`src/rtl/qss_pkg.sv`:
```
`timescale 1ns / 1ps
// Shared types and constants for the quicksort sorter unit.
// No dependencies; imported by qss_cell and quicksort_sorter_unit.
package qss_pkg;

	localparam int DEPTH  = 64;
	localparam int DATA_W = 32;

	typedef logic signed [DATA_W-1:0] data_t;

	typedef struct packed {
		data_t value;
		logic  last;
	} item_t;

	typedef struct packed {
		data_t sorted_value;
		logic  final_res;
	} result_t;

	// per-cycle commands broadcast to every cell
	typedef struct packed {
		logic insert;   // place the new value, shift larger entries right
		logic drain;    // shift all entries one place toward cell 0
	} ctl_t;

endpackage

```
`src/rtl/qss_cell.sv`:
```
`timescale 1ns / 1ps
// One cell of the sorting chain: holds one value and its valid flag.
// Depends on qss_pkg.
module qss_cell (
	input  logic          clk,
	input  logic          arst_n,
	input  qss_pkg::ctl_t ctl,
	input  qss_pkg::data_t x,
	input  qss_pkg::data_t left_value,
	input  logic          left_valid,
	input  logic          left_take,
	input  qss_pkg::data_t right_value,
	input  logic          right_valid,
	output qss_pkg::data_t value,
	output logic          valid,
	output logic          take
);
	import qss_pkg::*;

	data_t value_q;
	logic  valid_q;

	// empty cells and cells holding a larger value move right on insert
	assign take  = !valid_q || (x < value_q);
	assign value = value_q;
	assign valid = valid_q;

	always_ff @(posedge clk) begin
		if (ctl.insert) begin
			if (take) begin
				value_q <= left_take ? left_value : x;
			end
		end else if (ctl.drain) begin
			value_q <= right_value;
		end
	end

	always_ff @(posedge clk or negedge arst_n) begin
		if (!arst_n) begin
			valid_q <= 1'b0;
		end else if (ctl.insert) begin
			valid_q <= valid_q | left_valid;
		end else if (ctl.drain) begin
			valid_q <= right_valid;
		end
	end

endmodule

```
`config.mk`:
```
export PLATFORM = sky130hd
export DESIGN_NAME = qss_cell
export DESIGN_NICKNAME = d
export VERILOG_FILES = /design/src/rtl/qss_pkg.sv /design/src/rtl/qss_cell.sv
export SDC_FILE = /design/constraint.sdc
export NUM_CORES = 1
export LEC_CHECK = 0
export BUFFER_PORTS_ARGS = -buffer_cell sky130_fd_sc_hd__buf_4
export CAP_MARGIN = 20
export CORE_ASPECT_RATIO = 1.4
export CORE_MARGIN = 4
export CORE_UTILIZATION = 30
export CTS_CLUSTER_SIZE = 10
export DETAILED_ROUTE_END_ITERATION = 6
export SLEW_MARGIN = 20
export SYNTH_ARGS = -nofsm -noshare
export SYNTH_HDL_FRONTEND = slang
export SYNTH_SLANG_ARGS = --single-unit
```
`constraint.sdc`:
```
create_clock -name clk -period 9.6 [get_ports clk]
set_input_delay 1.92 -clock clk [delete_from_list [all_inputs] [get_ports clk]]
set_output_delay 1.92 -clock clk [all_outputs]
set_load 0.03 [all_outputs]
```
# Word-level counts from Yosys, hierarchy flattened
# Index checks and enable logic that the tools add are counted.
op_classes:
  magnitude_cmp: 1
  n_eq_ne: 1
  mux: 6
  n_bitwise: 1
  n_reduce_logical: 4
op_table:
  columns: ["cell", "count"]
  rows:
  - ["$mux 32", 4]
  - ["$lt 32x32->1", 1]
  - ["$mux 1", 2]
  - ["$ne 2x1->1 const B", 1]
  - ["$reduce_and 2->1", 1]
  - ["$reduce_bool 2->1", 1]
  - ["$logic_not 1->1", 1]
  - ["$logic_or 1x1->1", 1]
  - ["$or 1x1->1", 1]
word_totals:
  regBits: 33
  output_inout_bits: 34
  elab_cells: 15

# Longest topological paths before layout
# Gate-level depths: netlist of run 1.
depth:
  depth_word: 4
  depth_mapped: 8
  depth_no_buf: 8

# Worst setup path after synthesis of run 1
# Ideal clock, no wire load.
synth_timing:
  path_type: "input to register"
  startpoint: "input port x[2]"
  endpoint: "register value_q[0] (netlist: value[0]) (enable)"
  arrival_ns: 5.501
  required_time_ns: 9.130
  path_slack_ns: 3.629
  cell_stages: 7
  n_path_buf: 0
  path_cell_list: "ha_1 > a211o_1 > a31oi_1 > o311a_1 > o41ai_2 > and4_2 > a211oi_1"
synth_via:
  elab_chain_cells: 4
synth_rtl:
  columns: ["item", "line_no", "rtl"]
  rows:
  - ["from (decl)", "qss_cell.sv:8", "input qss_pkg::data_t x,"]
  - ["$lt 32x32->1", "qss_cell.sv:24", "assign take = !valid_q || (x < value_q);"]
  - ["$logic_or 1x1->1", "qss_cell.sv:24", null]
  - ["$ne 2x1->1 (no source line)", null, null]
  - ["$reduce_and 2->1 (no source line)", null, null]
  - ["to (signal assigned)", "qss_cell.sv:31", "value_q <= left_take ? left_value : x;"]
  - ["to (signal assigned)", "qss_cell.sv:34", "value_q <= right_value;"]
  - ["to (decl)", "qss_cell.sv:20", "data_t value_q;"]
# No other way between the ends.
# A chain may end at the register's enable or synchronous reset.

# Final worst setup path of run 1
layout_timing:
  startpoint: "input port x[7]"
  endpoint: "output port take"
layout_via:
  elab_chain_cells: 2
layout_rtl:
  columns: ["item", "line_no", "rtl"]
  rows:
  - ["$lt 32x32->1", "qss_cell.sv:24", null]
  - ["$logic_or 1x1->1", "qss_cell.sv:24", null]
  - ["to (decl)", "qss_cell.sv:16", "output logic take"]
# No other way between the ends.

==> run summary, run 1 <==
Setup WS pre-CTS = 3820 ps
Synth area leader = edfxtp_1
CTS tree = built
Via density = 4.71
Sequential Power Share = 35.4%
Worst r2r path cells = 9
Die Ht = 116 µm
Max cap viols = 0
Drt pass-1 iters = 4
Overflow after GRT = 0
Leak = 1.90 nW
Largest net degree at the start of global routing = 70
Share of post-route cells with drive strength above 1 = 36.3%
WS Path Type = input pin to output pin
Hold buffers post-CTS = 0
Via count = 2362
Worst-Margin Slew = 880 ps
Worst Hold Class = flip-flop to flip-flop
RSZ-0062 raised after global routing = no
Post-synth EDFFs = 32
Top_reg_cell synth = edfxtp_1
PwrDens = 146 nW/µm²
Global-route wire length before repair = 10600 µm
Setup TNS = 0 ps
Number of synthesized register bits = 33
Share of the synthesized area in the top cell type = 38.4%
Post-CTS sizing = 0
Final setup viols = 0
Max Freq = 173 MHz
Input/output buffers = 136
Hold WS = 672 ps
Iter 0 DRT Violations = 35
Clock sinks = 33
Worst setup path start = x[7]
Post-Syn Nets = 400
Root buffer cell = clkbuf_16
Die W = 85.2 µm
Status = complete, no violations
CP Max Fanout = 3
Starting density of the core = 30.7%
Layout Utilization = 46.1%
Final cell count without fillers = 501
Final worst slack = 3820 ps
Synth top area cells = edfxtp_1 38%, ha_1 16%, mux2i_1 13%, a21oi_1 9.2%, nor2_1 5.4%
Core area = 8150 µm²
Crit start category = input pin
Max clock buf depth = 2
Post-Syn Area = 2500 µm²
Sw Share = 32.4%
Reg2Reg Setup Slack = 6450 ps
Total GRT Usage = 13.4%
Sequential-to-total area share from yosys stat = 39.4%
Row count = 39
Min cycle time layout = 5780 ps
Logic pwr share = 36.9%
CP arrival = 3860 ps
Clk_lat worst skew = 270 ps
Setup skew after layout = 5.44 ps
Worst-path clk slew = 50 ps
CP endpoint kind = output pin
Syn Inst Count = 266
H-tree Lvls = 2
Hold violation count in the final report = 0
Initial antenna violation count = 0
Reg-to-reg startpoint = value[2]
Vias in the first global route = 2432
Tcrit/Tclk final = 60.2%
DP HPWL = 5570 µm
DRC Markers = 0
Antenna Cells = 0
Most common cell in the netlist = a21oi_1
Area growth, synth to finish = 50.2%
Crit path to = take
Syn. warnings = 0
Post-DRT Antenna Nets = 0
Psw = 178 µW
Max IR drop VDD = 0.0778 mV
Final nets = 532
Clk pwr share = 27.6%
Async S/R FF share, synth = 3.03%
FF-to-FF End = value[10]
Post-synthesis cell type count = 29
Syn Area/Cell = 9.41 µm²
# IOs = 137
Internal power = 371 µW
DR WL/cell = 13.4 µm
Drt total wl = 6720 µm
Setup Fix Bufs, Post-CTS = 0
Die Area = 9890 µm²
Routability cong. = 0.692
Commonest cells in the netlist = 46 x a21oi_1, 36 x nor2_1, 32 x edfxtp_1, 32 x inv_1, 32 x mux2i_1
Fin. max-slew vios = 0
Slew HR = 41.1%
Num CTS Buffers = 5
Worst Path Required = 7680 ps
Post-Place Cells = 493
power by group through the flow:
stage | Clock, mW | Combinational, mW | Sequential [mW]
global placement | 0 | 0.205 | 0.197
floorplan | 0 | 0.0801 | 0.236
finish | 0.152 | 0.203 | 0.194
detailed placement | 0 | 0.207 | 0.198
CTS | 0.158 | 0.207 | 0.195
global route | 0.162 | 0.224 | 0.197
worst min path at each step:
stage,from,endpoint,slack (ps),depth (start not counted)
2_1_floorplan,valid,valid,750,2
3_3_place_gp,valid,valid,660,2
3_5_place_dp,valid,valid,670,2
4_1_cts,valid,valid,680,2
5_1_grt,valid,valid,720,2
6_report,valid,valid,670,2
flip-flops by register name (all words and copies together) (netlist names):
| register | flops |
|---|---|
| valid | 1 |
| value | 32 |
worst max-delay path: stages:
cell,delay (ps)
buf_4,110
ha_1,300
nand4_1,100
o311a_1,380
o41ai_2,380
a31oi_1,150
mux2_1,330
buf_4,170
cells in the final DEF (no fill, tap or decap):
cell type / synthesis / layout
o311a_1: 1 / 1
a211oi_4: 0 / 1
nor2b_1: 1 / 1
mux2_1: 1 / 1
nand3_1: 3 / 3
nor3_1: 2 / 2
buf_4: 0 / 137
o2bb2ai_1: 1 / 1
nand2_1: 10 / 10
and4_2: 1 / 1
clkbuf_16: 0 / 5
and3_1: 2 / 2
clkbuf_1: 6 / 3
edfxtp_1: 32 / 32
inv_1: 32 / 32
a21oi_1: 46 / 46
nand2b_1: 3 / 3
mux2i_1: 32 / 32
a221oi_1: 1 / 1
nor2_1: 36 / 36
ha_1: 31 / 31
nand4_1: 5 / 5
and3b_1: 1 / 1
o41ai_2: 1 / 1
o21ai_0: 5 / 5
a31oi_1: 2 / 2
a211o_1: 1 / 1
a21o_1: 1 / 1
dfrtp_1: 1 / 1
a211oi_1: 2 / 1
metal layers:
layer	wire length (µm)	up-vias	global-route usage (%)
li1	-	1214	-
met2	3630	80	26.3
met1	2490	1066	13.7
met4	30	0	3.17
met5	0	-	0
met3	578	2	3.77
through the flow:
step,instance area [µm²],power [mW]
floorplan,2500,0.316
global placement,3620,0.402
detailed placement,3620,0.404
CTS,3760,0.560
global route,3760,0.584
finish,3760,0.549
cells by family after synthesis:
kind of cell	synth area share (%)
AO/OA/AOI/OAI	13.7
multiplexers	13.3
buffers and inverters	6.75
adder cells (fa/ha/maj)	15.5
AND/OR/NAND/NOR	11.4
flip-flops	39.4
layout make-up:
cell class / count / area, µm²
Timing Repair Buffer: 137 / 1030
Inverter: 32 / 120
Multi-Input combinational cell: 189 / 1360
Sequential cell: 33 / 986
Clock buffer: 8 / 136
Fill cell: 790 / 4390
Tap cell: 102 / 128
Power figures use the tool's default switching activity.
==> run 2, diff against run 1 <==
==> constraint.sdc (replaced) <==
create_clock -name clk -period 5 [get_ports clk]
set_input_delay 1 -clock clk [delete_from_list [all_inputs] [get_ports clk]]
set_output_delay 1 -clock clk [all_outputs]
set_load 0.03 [all_outputs]
==> run 2 against run 1 <==
Effect of this change: utilization up 0.092 points; via count down 1.3%; sequential cell count unchanged; clock-buffer cell count unchanged; first-iteration DRC count up 17%; critical path type unchanged; critical endpoint unchanged; largest power group unchanged.
==> run summary, run 2 (same netlist as run 1, synthesis figures left out) <==
Status = complete, no violations
Die W = 85.2 µm
Max reg flops = 32
CP Max Fanout = 3
Input/output buffers = 136
Max clock buf depth = 2
WP depth = 8
Global-route wire length before repair = 10100 µm
Iter 0 DRT Violations = 41
Most frequent cells in the layout = 138 x buf_4, 46 x a21oi_1, 36 x nor2_1
Setup skew after layout = 4.08 ps
H-tree Lvls = 2
DP HPWL = 5500 µm
Overflow after GRT = 0
Worst Path Required = 4000 ps
Worst-Margin Slew = 637 ps
Initial antenna violation count = 0
PwrDens = 280 nW/µm²
Hold violation count in the final report = 0
Starting density of the core = 30.7%
Max cap viols = 0
Max Freq = 256 MHz
Core area = 8150 µm²
Clk_lat worst skew = 270 ps
Leak = 1.91 nW
Internal power = 713 µW
Crit start category = input pin
Setup TNS = 0 ps
Bufs and invs on worst path = 2
Final nets = 533
Hold buffers post-CTS = 0
Share of post-route cells with drive strength above 1 = 36.5%
Final setup viols = 0
RSZ-0062 raised after global routing = no
Fin. max-slew vios = 0
Row count = 39
Logic pwr share = 37.2%
Layout Utilization = 46.2%
Max IR drop VDD = 0.131 mV
Worst r2r path cells = 9
CP Cell Sequence = buf_4 -> ha_1 -> nand4_1 -> o311a_1 -> o41ai_2 -> a31oi_1 -> mux2_1 -> buf_4
Min cycle time layout = 3910 ps
Largest net degree at the start of global routing = 70
Hold WS = 494 ps
WS Path Type = input pin to output pin
Commonest non-fill, non-tap cell in the layout = buf_4
Clk pwr share = 27.4%
Tcrit/Tclk final = 78.2%
Sequential Power Share = 35.3%
Crit-path slowest cell = o311a_1
Area growth, synth to finish = 50.5%
Delay-heaviest family, CP = compound AO/OA/AOI/OAI gates
CP arrival = 2910 ps
Vias in the first global route = 2256
# IOs = 137
Slew HR = 57.5%
Die Ht = 116 µm
Worst Hold Class = input pin to asynchronous set/reset pin
DRC Markers = 0
Routability cong. = 0.706
Via count = 2331
Drt pass-1 iters = 4
Via density = 4.64
Worst path most repeated cell = buf_4
Final instance area = 3770 µm²
Die Area = 9890 µm²
Drt total wl = 6640 µm
DR WL/cell = 13.2 µm
Post-CTS sizing = 0
Largest stage delay on the critical path = 380 ps
Total GRT Usage = 12.8%
CP endpoint kind = output pin
Post-DRT Antenna Nets = 0
CTS tree = built
Num CTS Buffers = 5
Clock sinks = 33
Antenna Cells = 0
Root buffer cell = clkbuf_16
Worst-path clk slew = 50 ps
Placed cell area = 3630 µm²
Setup Fix Bufs, Post-CTS = 0
Psw = 341 µW
Sw Share = 32.4%
-- run 2: metal layers --
metal | track usage [%] | part of all wire [%]
met1 | 12.7 | 37
met2 | 25.2 | 53
met3 | 3.98 | 8.9
met4 | 3.80 | 1.1
met5 | 0 | 0
-- run 2: final timing paths --
kind	slack, ps	to	start
setup / recovery	1090	take	x[7]
hold / removal	490	valid	arst_n
setup reg to reg	2480	value[10]	value[2]
hold reg to reg	680	valid	valid
max in group asynchronous	4430	valid	arst_n
min in group clk	680	valid	valid
-- run 2: worst register-to-register path: stages (launching register included) --
cell and delay, ps:
edfxtp_1 340, inv_1 50, ha_1 300, a211o_1 290, a31oi_1 160, o311a_1 200
o41ai_2 90, and4_2 240, a211oi_4 210, buf_4 310
-- run 2: layout make-up --
cell class                 instances  area [µm²]
clock buffer                       8         136
fill                             813        4380
inverter                          32         120
multi-input combinational        189        1360
sequential                        33         986
tap                              102         128
timing repair buffer             138        1040
-- run 2: through the flow --
stage	power (mW)	setup slack (ps)	cells
floorplan	0.607	1050	266
global placement	0.772	1080	494
detailed placement	0.779	1070	494
CTS	1.07	1060	502
global route	1.12	968	502
finish	1.05	1090	502
-- run 2: power groups by stage --
| stage | combinational [mW] | clock, mW | sequential, mW |
|---|---|---|---|
| floorplan | 0.155 | 0 | 0.452 |
| global placement | 0.394 | 0 | 0.377 |
| detailed placement | 0.400 | 0 | 0.379 |
| CTS | 0.401 | 0.299 | 0.373 |
| global route | 0.432 | 0.310 | 0.379 |
| finish | 0.393 | 0.289 | 0.373 |
